### config.mk
export PLATFORM = sky130hd
export DESIGN_NAME = serial_frame_stuffer_top_flat
export DESIGN_NICKNAME = d
export VERILOG_FILES = /design/src/sv/ssf_pkg.sv /design/src/sv/ssf_in_if.sv /design/src/sv/ssf_out_if.sv /design/src/sv/ssf_front.sv /design/src/sv/ssf_queue.sv /design/src/sv/ssf_back.sv /design/src/sv/serial_frame_stuffer_top.sv /design/src/flat_wrapper.sv
export SDC_FILE = /design/constraint.sdc
export NUM_CORES = 1
export LEC_CHECK = 0
export BUFFER_PORTS_ARGS = -buffer_cell sky130_fd_sc_hd__buf_2
export CAP_MARGIN = 20
export CORE_MARGIN = 2
export CORE_UTILIZATION = 35
export CTS_CLUSTER_SIZE = 8
export DETAILED_ROUTE_END_ITERATION = 6
export GPL_TIMING_DRIVEN = 1
export SLEW_MARGIN = 20
export SYNTH_ARGS = -nofsm -noshare
export SYNTH_HDL_FRONTEND = slang
export SYNTH_SLANG_ARGS = --single-unit
### constraint.sdc
create_clock -name clk -period 2.2 [get_ports clk]
set_input_delay 0.66 -clock clk [delete_from_list [all_inputs] [get_ports clk]]
set_output_delay 0.66 -clock clk [all_outputs]
set_load 0.03 [all_outputs]
### src/sv/ssf_pkg.sv
// Package with types and constants shared by the serial frame stuffer modules.
`default_nettype none

package ssf_pkg;

    // Frame start marker, also the byte value that is doubled when stuffing is on.
    localparam logic [7:0] START_BYTE = 8'h2B;

    // Configuration port geometry: one register, word-addressed on 4-byte steps.
    localparam int unsigned PADDR_W = 3;
    localparam int unsigned PDATA_W = 32;
    localparam logic [0:0] REG_STUFF_ENABLE = 1'b0;
    localparam logic STUFF_ENABLE_RESET = 1'b1;

    // One classified item as it travels from the front part to the back part.
    typedef struct packed {
        logic [7:0] data;
        logic       has_start;
        logic       has_stuff;
        logic       has_chk;
        logic [7:0] chk;
    } ssf_cmd_t;

    // Which byte of an item the back part is sending.
    typedef enum logic [3:0] {
        PH_START = 4'b0001,
        PH_DATA  = 4'b0010,
        PH_STUFF = 4'b0100,
        PH_CHK   = 4'b1000
    } ssf_phase_t;

endpackage : ssf_pkg

`default_nettype wire

### src/sv/ssf_in_if.sv
// Input channel interface: one frame byte with first and last marks.
`default_nettype none

interface ssf_in_if;
    logic       valid;
    logic       ready;
    logic [7:0] data_byte;
    logic       first_byte;
    logic       last_byte;

    modport source (output valid, output data_byte, output first_byte, output last_byte,
                    input ready);
    modport sink (input valid, input data_byte, input first_byte, input last_byte,
                  output ready);
endinterface : ssf_in_if

`default_nettype wire

### src/sv/ssf_out_if.sv
// Output channel interface: one byte for the serial line with its marks.
`default_nettype none

interface ssf_out_if;
    logic       valid;
    logic       ready;
    logic [7:0] out_byte;
    logic       is_checksum;
    logic       run_last;

    modport source (output valid, output out_byte, output is_checksum, output run_last,
                    input ready);
    modport sink (input valid, input out_byte, input is_checksum, input run_last,
                  output ready);
endinterface : ssf_out_if

`default_nettype wire

### src/sv/ssf_front.sv
// Front part: accepts input items, keeps the running sum and classifies each item.
`default_nettype none

module ssf_front (
    input  wire logic        clk,
    input  wire logic        rst_n,
    ssf_in_if.sink           in_ch,
    input  wire logic        stuff_enable,
    output ssf_pkg::ssf_cmd_t cmd,
    output logic             cmd_valid,
    input  wire logic        cmd_ready
);
    import ssf_pkg::*;

    logic [7:0] sum_reg;
    logic [7:0] sum_next;
    logic [7:0] sum_base;
    logic [7:0] sum_new;
    logic       accept;

    assign in_ch.ready = cmd_ready;
    assign cmd_valid   = in_ch.valid;
    assign accept      = in_ch.valid && cmd_ready;

    // A first mark discards whatever sum an open frame had.
    assign sum_base = in_ch.first_byte ? 8'h00 : sum_reg;
    assign sum_new  = sum_base + in_ch.data_byte;

    always_comb
    begin
        cmd.data      = in_ch.data_byte;
        cmd.has_start = in_ch.first_byte;
        cmd.has_stuff = stuff_enable && (in_ch.data_byte == START_BYTE);
        cmd.has_chk   = in_ch.last_byte;
        cmd.chk       = 8'h00 - sum_new;
    end

    always_comb
    begin
        sum_next = sum_reg;
        if (accept)
        begin
            sum_next = in_ch.last_byte ? 8'h00 : sum_new;
        end
    end

    always_ff @(posedge clk or negedge rst_n)
    begin
        if (!rst_n)
        begin
            sum_reg <= 8'h00;
        end
        else
        begin
            sum_reg <= sum_next;
        end
    end

endmodule : ssf_front

`default_nettype wire

### src/sv/ssf_queue.sv
// Short queue of classified items between the front and back parts.
`default_nettype none

module ssf_queue #(
    parameter int unsigned DEPTH = 2
) (
    input  wire logic              clk,
    input  wire logic              rst_n,
    input  wire logic              push_valid,
    output logic                   push_ready,
    input  wire ssf_pkg::ssf_cmd_t push_data,
    output logic                   pop_valid,
    input  wire logic              pop_ready,
    output ssf_pkg::ssf_cmd_t      pop_data
);
    import ssf_pkg::*;

    localparam int unsigned PTR_W = (DEPTH > 1) ? $clog2(DEPTH) : 1;
    localparam int unsigned CNT_W = $clog2(DEPTH + 1);
    localparam logic [PTR_W-1:0] LAST_PTR = PTR_W'(DEPTH - 1);
    localparam logic [CNT_W-1:0] FULL_CNT = CNT_W'(DEPTH);

    ssf_cmd_t         mem_reg [DEPTH];
    logic [PTR_W-1:0] wr_ptr_reg;
    logic [PTR_W-1:0] wr_ptr_next;
    logic [PTR_W-1:0] rd_ptr_reg;
    logic [PTR_W-1:0] rd_ptr_next;
    logic [CNT_W-1:0] count_reg;
    logic [CNT_W-1:0] count_next;
    logic             do_push;
    logic             do_pop;

    assign push_ready = (count_reg != FULL_CNT);
    assign pop_valid  = (count_reg != '0);
    assign pop_data   = mem_reg[rd_ptr_reg];
    assign do_push    = push_valid && push_ready;
    assign do_pop     = pop_valid && pop_ready;

    always_comb
    begin
        wr_ptr_next = wr_ptr_reg;
        rd_ptr_next = rd_ptr_reg;
        count_next  = count_reg;
        if (do_push)
        begin
            wr_ptr_next = (wr_ptr_reg == LAST_PTR) ? '0 : wr_ptr_reg + 1'b1;
        end
        if (do_pop)
        begin
            rd_ptr_next = (rd_ptr_reg == LAST_PTR) ? '0 : rd_ptr_reg + 1'b1;
        end
        if (do_push && !do_pop)
        begin
            count_next = count_reg + 1'b1;
        end
        else if (do_pop && !do_push)
        begin
            count_next = count_reg - 1'b1;
        end
    end

    always_ff @(posedge clk or negedge rst_n)
    begin
        if (!rst_n)
        begin
            wr_ptr_reg <= '0;
            rd_ptr_reg <= '0;
            count_reg  <= '0;
        end
        else
        begin
            wr_ptr_reg <= wr_ptr_next;
            rd_ptr_reg <= rd_ptr_next;
            count_reg  <= count_next;
        end
    end

    always_ff @(posedge clk)
    begin
        if (do_push)
        begin
            mem_reg[wr_ptr_reg] <= push_data;
        end
    end

endmodule : ssf_queue

`default_nettype wire

### src/sv/ssf_back.sv
// Back part: sends the bytes of each queued item through a registered output.
`default_nettype none

module ssf_back (
    input  wire logic              clk,
    input  wire logic              rst_n,
    input  wire ssf_pkg::ssf_cmd_t head,
    input  wire logic              head_valid,
    output logic                   head_pop,
    ssf_out_if.source              out_ch
);
    import ssf_pkg::*;

    logic       out_valid_reg;
    logic       out_valid_next;
    logic [7:0] out_byte_reg;
    logic       is_chk_reg;
    logic       run_last_reg;
    logic       started_reg;
    logic       started_next;
    ssf_phase_t phase_reg;
    ssf_phase_t phase_next;

    ssf_phase_t cur_phase;
    ssf_phase_t after_phase;
    logic       done;
    logic       load;
    logic       emit;
    logic [7:0] sel_byte;

    assign out_ch.valid       = out_valid_reg;
    assign out_ch.out_byte    = out_byte_reg;
    assign out_ch.is_checksum = is_chk_reg;
    assign out_ch.run_last    = run_last_reg;

    assign load     = !out_valid_reg || out_ch.ready;
    assign emit     = load && head_valid;
    assign head_pop = emit && done;

    // A fresh head item begins with its start byte if it has one.
    always_comb
    begin
        if (started_reg)
        begin
            cur_phase = phase_reg;
        end
        else
        begin
            cur_phase = head.has_start ? PH_START : PH_DATA;
        end
    end

    always_comb
    begin
        after_phase = PH_DATA;
        done        = 1'b0;
        sel_byte    = head.data;
        unique case (cur_phase)
            PH_START:
            begin
                sel_byte    = START_BYTE;
                after_phase = PH_DATA;
            end
            PH_DATA:
            begin
                sel_byte = head.data;
                if (head.has_stuff)
                begin
                    after_phase = PH_STUFF;
                end
                else if (head.has_chk)
                begin
                    after_phase = PH_CHK;
                end
                else
                begin
                    done = 1'b1;
                end
            end
            PH_STUFF:
            begin
                sel_byte = START_BYTE;
                if (head.has_chk)
                begin
                    after_phase = PH_CHK;
                end
                else
                begin
                    done = 1'b1;
                end
            end
            PH_CHK:
            begin
                sel_byte = head.chk;
                done     = 1'b1;
            end
            default:
            begin
                sel_byte = head.data;
                done     = 1'b1;
            end
        endcase
    end

    always_comb
    begin
        out_valid_next = out_valid_reg;
        started_next   = started_reg;
        phase_next     = phase_reg;
        if (load)
        begin
            out_valid_next = head_valid;
        end
        if (emit)
        begin
            started_next = !done;
            phase_next   = after_phase;
        end
    end

    always_ff @(posedge clk or negedge rst_n)
    begin
        if (!rst_n)
        begin
            out_valid_reg <= 1'b0;
            started_reg   <= 1'b0;
            phase_reg     <= PH_DATA;
        end
        else
        begin
            out_valid_reg <= out_valid_next;
            started_reg   <= started_next;
            phase_reg     <= phase_next;
        end
    end

    always_ff @(posedge clk)
    begin
        if (emit)
        begin
            out_byte_reg <= sel_byte;
            is_chk_reg   <= (cur_phase == PH_CHK);
            run_last_reg <= done;
        end
    end

endmodule : ssf_back

`default_nettype wire

### src/sv/serial_frame_stuffer_top.sv
// An accepted item is first stored in the queue, and its first byte then passes through the output
// register before the receiver can take it.
// Throughput: one output byte per cycle while the receiver takes them; an item causes one to four
// bytes (start, data, stuffed copy, checksum), paced by the single output register.
// Input is taken every cycle while the queue has room, even while output stalls.
// Reset (rst_n low, asynchronous) empties the queue, clears the running sum and
// sets stuff_enable to 1.
`default_nettype none

module serial_frame_stuffer_top #(
    parameter int unsigned QUEUE_DEPTH = 2
) (
    input  wire logic                         clk,
    input  wire logic                         rst_n,
    ssf_in_if.sink                            in_ch,
    ssf_out_if.source                         out_ch,
    input  wire logic                         psel,
    input  wire logic                         penable,
    input  wire logic                         pwrite,
    input  wire logic [ssf_pkg::PADDR_W-1:0]  paddr,
    input  wire logic [ssf_pkg::PDATA_W-1:0]  pwdata,
    output logic      [ssf_pkg::PDATA_W-1:0]  prdata,
    output logic                              pready
);
    import ssf_pkg::*;

    // The configuration register. Writes land in the access phase; software must write only while
    // the block is idle (the block does not enforce this), so the front part may read it freely.
    logic stuff_enable_reg;
    logic stuff_enable_next;
    logic cfg_write;
    logic [0:0] reg_index;

    // Classified items travel from the front part, through the queue, to the back part.
    ssf_cmd_t front_cmd;
    logic     front_valid;
    logic     front_ready;
    ssf_cmd_t head_cmd;
    logic     head_valid;
    logic     head_pop;

    assign pready    = 1'b1;
    assign reg_index = paddr[2];
    assign cfg_write = psel && penable && pwrite && pready;

    always_comb
    begin
        stuff_enable_next = stuff_enable_reg;
        if (cfg_write && (reg_index == REG_STUFF_ENABLE))
        begin
            stuff_enable_next = pwdata[0];
        end
    end

    // Reads return the register in bit 0; an address past the register list reads zero.
    always_comb
    begin
        prdata = '0;
        if (reg_index == REG_STUFF_ENABLE)
        begin
            prdata[0] = stuff_enable_reg;
        end
    end

    always_ff @(posedge clk or negedge rst_n)
    begin
        if (!rst_n)
        begin
            stuff_enable_reg <= STUFF_ENABLE_RESET;
        end
        else
        begin
            stuff_enable_reg <= stuff_enable_next;
        end
    end

    // The front part decides at acceptance which bytes the item will cause and works
    // out the checksum, so the running sum never waits on the output side.
    ssf_front u_front (
        .clk          (clk),
        .rst_n        (rst_n),
        .in_ch        (in_ch),
        .stuff_enable (stuff_enable_reg),
        .cmd          (front_cmd),
        .cmd_valid    (front_valid),
        .cmd_ready    (front_ready)
    );

    // The queue lets input keep flowing while the back part is busy with a longer item.
    ssf_queue #(
        .DEPTH (QUEUE_DEPTH)
    ) u_queue (
        .clk        (clk),
        .rst_n      (rst_n),
        .push_valid (front_valid),
        .push_ready (front_ready),
        .push_data  (front_cmd),
        .pop_valid  (head_valid),
        .pop_ready  (head_pop),
        .pop_data   (head_cmd)
    );

    // The back part walks the head item byte by byte and releases it with its last byte.
    ssf_back u_back (
        .clk        (clk),
        .rst_n      (rst_n),
        .head       (head_cmd),
        .head_valid (head_valid),
        .head_pop   (head_pop),
        .out_ch     (out_ch)
    );

endmodule : serial_frame_stuffer_top

`default_nettype wire

### src/flat_wrapper.sv
// flat-port wrapper written by rule: the top's interface ports become plain ports
module serial_frame_stuffer_top_flat import ssf_pkg::*;
#(
    parameter int unsigned QUEUE_DEPTH = 2
)
  (clk, rst_n, psel, penable, pwrite, paddr, pwdata, prdata, pready, in_ch_valid, in_ch_data_byte, in_ch_first_byte, in_ch_last_byte, in_ch_ready, out_ch_valid, out_ch_out_byte, out_ch_is_checksum, out_ch_run_last, out_ch_ready);
  ssf_in_if in_ch_i ();
  ssf_out_if out_ch_i ();
  input  wire logic clk;
  input  wire logic rst_n;
  input  wire logic psel;
  input  wire logic penable;
  input  wire logic pwrite;
  input  wire logic [ssf_pkg::PADDR_W-1:0] paddr;
  input  wire logic [ssf_pkg::PDATA_W-1:0] pwdata;
  output logic      [ssf_pkg::PDATA_W-1:0] prdata;
  output logic pready;
  input wire logic [$bits(in_ch_i.valid)-1:0] in_ch_valid;
  input wire logic [$bits(in_ch_i.data_byte)-1:0] in_ch_data_byte;
  input wire logic [$bits(in_ch_i.first_byte)-1:0] in_ch_first_byte;
  input wire logic [$bits(in_ch_i.last_byte)-1:0] in_ch_last_byte;
  output wire logic [$bits(in_ch_i.ready)-1:0] in_ch_ready;
  output wire logic [$bits(out_ch_i.valid)-1:0] out_ch_valid;
  output wire logic [$bits(out_ch_i.out_byte)-1:0] out_ch_out_byte;
  output wire logic [$bits(out_ch_i.is_checksum)-1:0] out_ch_is_checksum;
  output wire logic [$bits(out_ch_i.run_last)-1:0] out_ch_run_last;
  input wire logic [$bits(out_ch_i.ready)-1:0] out_ch_ready;
  assign in_ch_i.valid = in_ch_valid;
  assign in_ch_i.data_byte = in_ch_data_byte;
  assign in_ch_i.first_byte = in_ch_first_byte;
  assign in_ch_i.last_byte = in_ch_last_byte;
  assign in_ch_ready = in_ch_i.ready;
  assign out_ch_valid = out_ch_i.valid;
  assign out_ch_out_byte = out_ch_i.out_byte;
  assign out_ch_is_checksum = out_ch_i.is_checksum;
  assign out_ch_run_last = out_ch_i.run_last;
  assign out_ch_i.ready = out_ch_ready;
  serial_frame_stuffer_top #(.QUEUE_DEPTH(QUEUE_DEPTH)) u_core (.clk(clk), .rst_n(rst_n), .in_ch(in_ch_i), .out_ch(out_ch_i), .psel(psel), .penable(penable), .pwrite(pwrite), .paddr(paddr), .pwdata(pwdata), .prdata(prdata), .pready(pready));
endmodule
Word-level counts from Yosys, hierarchy flattened

Memories as Yosys holds them, arrays and structs flattened.
Cells that the tools add are included.

Register bits after elaboration: 29
Output and inout bits: 45
Input bits: 52
Memories kept: 1
Word-level logic and storage cells: 61
RAM bits: 38

Memory list:

| name                   | depth | bits a word | read ports | clocked after memory_dff | write ports | RTL line        | source |
|---|---|---|---|---|---|---|---|
| u_core.u_queue.mem_reg | 2     | 19          | 1          | 0                        | 1           | ssf_queue.sv:23 | `ssf_cmd_t mem_reg [DEPTH];` |

Reduce and logical (&&, ||, !) cells: 18
Eq/ne operators: 6
Bitwise operators: 1
Add/sub/neg operators: 6
Muxes and demuxes: 18

Operators with widths:

| operator                                          | count |
|---|---|
| two-way mux 8 bit                                 | 2 |
| case mux 8 bit (2 select lines)                   | 1 |
| two-way mux 4 bit                                 | 3 |
| logical AND 1 bit                                 | 10 |
| adder 8 bit                                       | 1 |
| == test 8 x 6 -> 1 bit (second input constant)    | 1 |
| case mux 4 bit (2 select lines)                   | 1 |
| subtractor 1 x 8 -> 8 bit (first input constant)  | 1 |
| two-way mux 1 bit                                 | 7 |
| two-way mux 2 bit                                 | 3 |
| == test 4 x 1 -> 1 bit (second input constant)    | 1 |
| == test 4 x 2 -> 1 bit (second input constant)    | 1 |
| == test 4 x 3 -> 1 bit (second input constant)    | 1 |
| == test 4 bit (second input constant)             | 1 |
| zero test 1 bit                                   | 4 |
| nonzero test 2 bit                                | 2 |
| case mux 1 bit (3 select lines)                   | 1 |
| adder 1 bit (second input constant)               | 2 |
| adder 2 x 1 -> 2 bit (second input constant)      | 1 |
| != test 2 bit (second input constant)             | 1 |
| OR reduction 2 bit                                | 1 |
| subtractor 2 x 1 -> 2 bit (second input constant) | 1 |
| logical OR 1 bit                                  | 1 |
| inverter 1 bit                                    | 1 |

Longest topological paths before layout

An unclocked memory read counts as a cell.

Depth in word-level cells: 10
Mapped depth: 10
Depth with buffers taken out: 10

Cells and area by module

Synthesis repeated with hierarchy kept, for this count alone.

Cells, all modules: 270
Area total of the unflattened synthesis: 3453.3 um^2

By module, submodules not included:

| module                   | cells an instance | instances | area an instance (um^2) |
|---|---|---|---|
| ssf_queue                | 77                | 1         | 1589.0 |
| ssf_front                | 91                | 1         | 830.8 |
| ssf_back                 | 64                | 1         | 730.7 |
| serial_frame_stuffer_top | 38                | 1         | 302.8 |

Worst setup path after synthesis

OpenSTA, ideal clock, no wires.

Path kind: input-to-reg
Start: input in_ch_first_byte
End: memory u_core.u_queue.mem_reg[0][7] (netlist bit), data pin
Slack: -0.488 ns
Stages: 10
Required time: 1.932 ns
Buffers on the path: 0
Setup time: 0.268 ns
Arrival: 2.420 ns
Cell sequence: nor2b_1 -> ha_1 -> inv_1 -> fa_1 -> nand2b_1 -> a211oi_2 -> nor4_1 -> a311oi_2 -> and4bb_1 -> xor2_1

RTL lines:

| what        | RTL line           | source |
|---|---|---|
| from (decl) | flat_wrapper.sv:20 | `input wire logic [$bits(in_ch_i.first_byte)-1:0] in_ch_first_byte;` |
| to (decl)   | ssf_queue.sv:23    |  |

==> metrics.txt <==
# TYPE chip_impl_metric gauge
chip_impl_info{name="post-synth-top-area-cell",value="sky130_fd_sc_hd__edfxtp_1"} 1
chip_impl_metric{name="fp.dieArea",unit="um^2"} 10180
chip_impl_metric{name="die_height",unit="um"} 100.9
chip_impl_metric{name="via_per_inst",unit=""} 4.619
chip_impl_metric{name="iteration_0_drc_markers",unit=""} 43
chip_impl_info{name="worst-setup-path-type",value="in -> reg"} 1
chip_impl_metric{name="ir_worst_vdd",unit="mV"} 0.4650
chip_impl_metric{name="final_layout_size_suffix_gt1_frac",unit=""} 0.4249
chip_impl_metric{name="dp.cells",unit=""} 437
chip_impl_metric{name="finalNetCount",unit=""} 403
chip_impl_metric{name="reg2reg_slack",unit="ns"} -0.20
chip_impl_metric{name="clock.fmax",unit="GHz"} 0.4111
chip_impl_metric{name="synth_area_per_cell",unit="um^2"} 12.89
chip_impl_metric{name="worst-endpoint-required",unit="ns"} 2.28
chip_impl_metric{name="max_cap_violations",unit=""} 0
chip_impl_info{name="failing_checks",value="setup timing"} 1
chip_impl_info{name="end_kind",value="register"} 1
chip_impl_metric{name="critical_path_arrival",unit="ns"} 2.51
chip_impl_info{name="worst_hold_path_type",value="in -> async"} 1
chip_impl_metric{name="critPathMaxFanout",unit=""} 4
chip_impl_info{name="cpLargestDelayFamily",value="simple AND/OR/NAND/NOR gates"} 1
chip_impl_metric{name="postLayoutSetupSlackWorst",unit="ns"} -0.2324
chip_impl_info{name="top_library_cells_by_usage_in_the_layout_fill_and_taps_aside",value="sky130_fd_sc_hd__edfxtp_1, sky130_fd_sc_hd__buf_4, sky130_fd_sc_hd__conb_1"} 1
chip_impl_metric{name="ys_seq_elements",unit=""} 66
chip_impl_metric{name="routed_wl",unit="mm"} 6.586
chip_impl_metric{name="cp_slowest_stage_delay",unit="ns"} 0.33
chip_impl_metric{name="synthArstFlopShare",unit=""} 0.2727
chip_impl_metric{name="min_period",unit="ns"} 2.432
chip_impl_metric{name="overall_die_width",unit="um"} 100.9
chip_impl_metric{name="initial_antenna_violation_count",unit=""} 0
chip_impl_metric{name="regArea",unit="um^2"} 1894
chip_impl_metric{name="route.vias.total",unit=""} 2111
chip_impl_info{name="critical_path.startpoint",value="in_ch_first_byte"} 1
chip_impl_metric{name="globalRouteOverflowTotal",unit=""} 0
chip_impl_metric{name="setup-violations-final",unit=""} 6
chip_impl_metric{name="ys_seq_area_frac",unit=""} 0.5763
chip_impl_metric{name="layoutNonFillerInstCount",unit=""} 457
chip_impl_info{name="synth_ff_type",value="sky130_fd_sc_hd__edfxtp_1"} 1
chip_impl_info{name="final_common_cell",value="sky130_fd_sc_hd__edfxtp_1"} 1
chip_impl_metric{name="clock_latency",unit="ns"} 0.34
chip_impl_metric{name="cts_h_tree_lvls",unit=""} 3
chip_impl_metric{name="grt_start_max_net_pins",unit=""} 20
chip_impl_info{name="critical-path-slowest-cell",value="sky130_fd_sc_hd__fa_2"} 1
chip_impl_metric{name="final_min_period_over_clock_period",unit=""} 1.106
chip_impl_metric{name="post_synth_edffs",unit=""} 48
chip_impl_info{name="clk_root_buffer_cell",value="sky130_fd_sc_hd__clkbuf_8"} 1
chip_impl_metric{name="first_pass_grt_wire_length",unit="mm"} 10.57
chip_impl_metric{name="power.clock.fraction",unit=""} 0.212
chip_impl_info{name="rsz0062_at_grt",value="true"} 1
chip_impl_metric{name="floorplan.rows",unit=""} 35
chip_impl_info{name="critPathLaunchType",value="primary input"} 1
chip_impl_info{name="chain_of_cells_forming_the_critical_path",value="buf_8, nor2b_4, ha_4, inv_2, fa_2, nand2b_4, a211oi_4, nor4_2, a311oi_2, and4bb_1, xor2_2"} 1
chip_impl_metric{name="synth_top_area_frac",unit=""} 0.4385
chip_impl_metric{name="route.detailed.wl_per_inst",unit="um"} 14.41
chip_impl_metric{name="grt_use_total",unit=""} 0.1388
chip_impl_metric{name="seqPwrFrac",unit=""} 0.365
chip_impl_metric{name="fin_worst_skew",unit="ns"} 0.009194
chip_impl_metric{name="cts.sink_count",unit=""} 66
chip_impl_metric{name="detailedPlacementHpwl",unit="mm"} 4.545
chip_impl_metric{name="remaining_drc_errors",unit=""} 0
chip_impl_metric{name="finalHoldViolations",unit=""} 0
chip_impl_metric{name="finish.utilization",unit=""} 0.4701
chip_impl_metric{name="via_count_of_the_first_global_routing_pass",unit=""} 2166
chip_impl_metric{name="synth.cell_area",unit="um^2"} 3287
chip_impl_metric{name="power_frac_comb",unit=""} 0.424
chip_impl_info{name="timing.rr.start",value="u_core.u_front.sum_reg[0]$_DFFE_PN0P_"} 1
chip_impl_metric{name="yosys_warnings",unit=""} 0
chip_impl_metric{name="dr.pass1.iters",unit=""} 4
chip_impl_metric{name="fillCellCount",unit=""} 834
chip_impl_info{name="tritoncts",value="done"} 1
chip_impl_metric{name="final_antenna_net_count",unit=""} 0
chip_impl_metric{name="number_of_cts_inserted_buffers",unit=""} 9
chip_impl_metric{name="synthDistinctLibCells",unit=""} 47
chip_impl_metric{name="gp_routability_congestion",unit=""} 0.8316
chip_impl_metric{name="power_density",unit="nW/um^2"} 1356
chip_impl_metric{name="antennaDiodeCount",unit=""} 0
chip_impl_metric{name="power_switching_share",unit=""} 0.3509
chip_impl_metric{name="design.portCount",unit=""} 97
chip_impl_metric{name="buffers_and_inverters_on_the_worst_path",unit=""} 2
chip_impl_metric{name="io_buffers",unit=""} 31
chip_impl_metric{name="largest_reg_flops",unit=""} 38
chip_impl_metric{name="p_leak",unit="nW"} 1.846
chip_impl_info{name="synth.top_cells.by_area",value="sky130_fd_sc_hd__edfxtp_1, sky130_fd_sc_hd__dfrtp_1, sky130_fd_sc_hd__buf_4"} 1
chip_impl_metric{name="netlist_instances",unit=""} 255
chip_impl_metric{name="p_switching",unit="mW"} 2.057
chip_impl_metric{name="multiInputGateArea",unit="um^2"} 1438
chip_impl_metric{name="slew_violations",unit=""} 0
chip_impl_metric{name="initial_cell_density_of_the_core",unit=""} 0.3574
chip_impl_metric{name="p_int",unit="mW"} 3.806
chip_impl_metric{name="placeableCoreArea",unit="um^2"} 9196
chip_impl_metric{name="clk_pin_slew",unit="ns"} 0.07
chip_impl_metric{name="area_growth_syn_to_layout",unit="%"} 31.52
chip_impl_info{name="run_status",value="finished, violations left"} 1
chip_impl_metric{name="cts-root-to-sink-buffers",unit=""} 2
==> layout make-up <==
cell class	instances	area share
timing repair buffer	82	0.1320
inverter	11	0.009551
tap	111	0.03213
sequential	66	0.4382
multi-input combinational	171	0.3326
clock buffer	9	0.02865
clock inverter	7	0.02692
==> cell usage after synthesis (all sizes together), types with 7 or more instances <==
master	number
inv	11
nor2	11
xor2	8
o31ai	7
o21ai	7
nor2b	9
dfrtp	16
buf	34
edfxtp	48
xnor2	9
ha	9
nand2	18
mux2i	7
==> power groups by stage <==
stage	Sequential [mW]	Combinational [mW]	Clock (mW)
2_1_floorplan	2.30	1.33	0
3_3_place_gp	2.12	2.16	0
3_5_place_dp	2.15	2.21	0
4_1_cts	2.13	2.34	1.26
5_1_grt	2.18	2.72	1.33
6_report	2.14	2.49	1.24
==> stage by stage <==
step / setup slack, ns / power (mW) / hold slack (ns) / area (um^2) / TNS [ns]
after floorplan: -0.3961 / 3.628 / 0.3644 / 3417 / -1.799
after global placement: -0.6739 / 4.283 / 0.4510 / 3802 / -6.532
after detailed placement: -0.6817 / 4.364 / 0.4633 / 3802 / -6.723
after CTS: -0.2484 / 5.733 / 0.2508 / 4168 / -1.277
after global routing: -0.3295 / 6.223 / 0.2719 / 4323 / -1.766
final: -0.2324 / 5.863 / 0.2477 / 4323 / -1.152
==> what timing repair did <==
action | CTS | global route
pin swaps | 7 | 17
buffers inserted | 3 | 2
gates resized for setup | 19 | 26
endpoints found under the setup margin | 8 | 11
hold buffers | 0 | 0
==> worst reg2reg max path: stages (launching register included) <==
cell and delay, ns:
sky130_fd_sc_hd__dfrtp_1 0.36, sky130_fd_sc_hd__nor2b_4 0.16, sky130_fd_sc_hd__ha_4 0.14, sky130_fd_sc_hd__inv_2 0.03, sky130_fd_sc_hd__fa_2 0.33, sky130_fd_sc_hd__nand2b_4 0.17, sky130_fd_sc_hd__a211oi_4 0.26, sky130_fd_sc_hd__nor4_2 0.07
sky130_fd_sc_hd__a311oi_2 0.24, sky130_fd_sc_hd__and4bb_1 0.28, sky130_fd_sc_hd__xor2_2 0.09
==> logic make-up after synthesis <==
group           share of synthesized area
compound gates                    0.06890
xor+xnor                          0.04530
fa+ha+maj                         0.04035
buf+inv                           0.09212
flops                              0.5763
mux                               0.06586
other cells                      0.002285
simple gates                       0.1089
==> routing by layer <==
metal  part of all wire  vias up  global-route usage
li1                   -     1019                   -
met1               0.44     1037              0.1617
met2               0.52       46              0.2359
met3              0.029        9             0.03259
met4              0.019        0             0.07588
met5                  0        -                   0
==> final timing paths <==
path                       cells past startpoint                                endpoint
min in group clk                               2   u_core.u_front.sum_reg[2]$_DFFE_PN0P_
setup / recovery                              11  u_core.u_queue.mem_reg[0][7]$_DFFE_PP_
hold reg to reg                                2   u_core.u_front.sum_reg[2]$_DFFE_PN0P_
setup reg to reg                              10  u_core.u_queue.mem_reg[0][7]$_DFFE_PP_
hold / removal                                 1  u_core.u_back.out_ch.valid$_DFFE_PN0N_
max in group asynchronous                      1     u_core.stuff_enable_reg$_DFFE_PN1P_
Note: power is estimated with default switching activity, not from simulation.
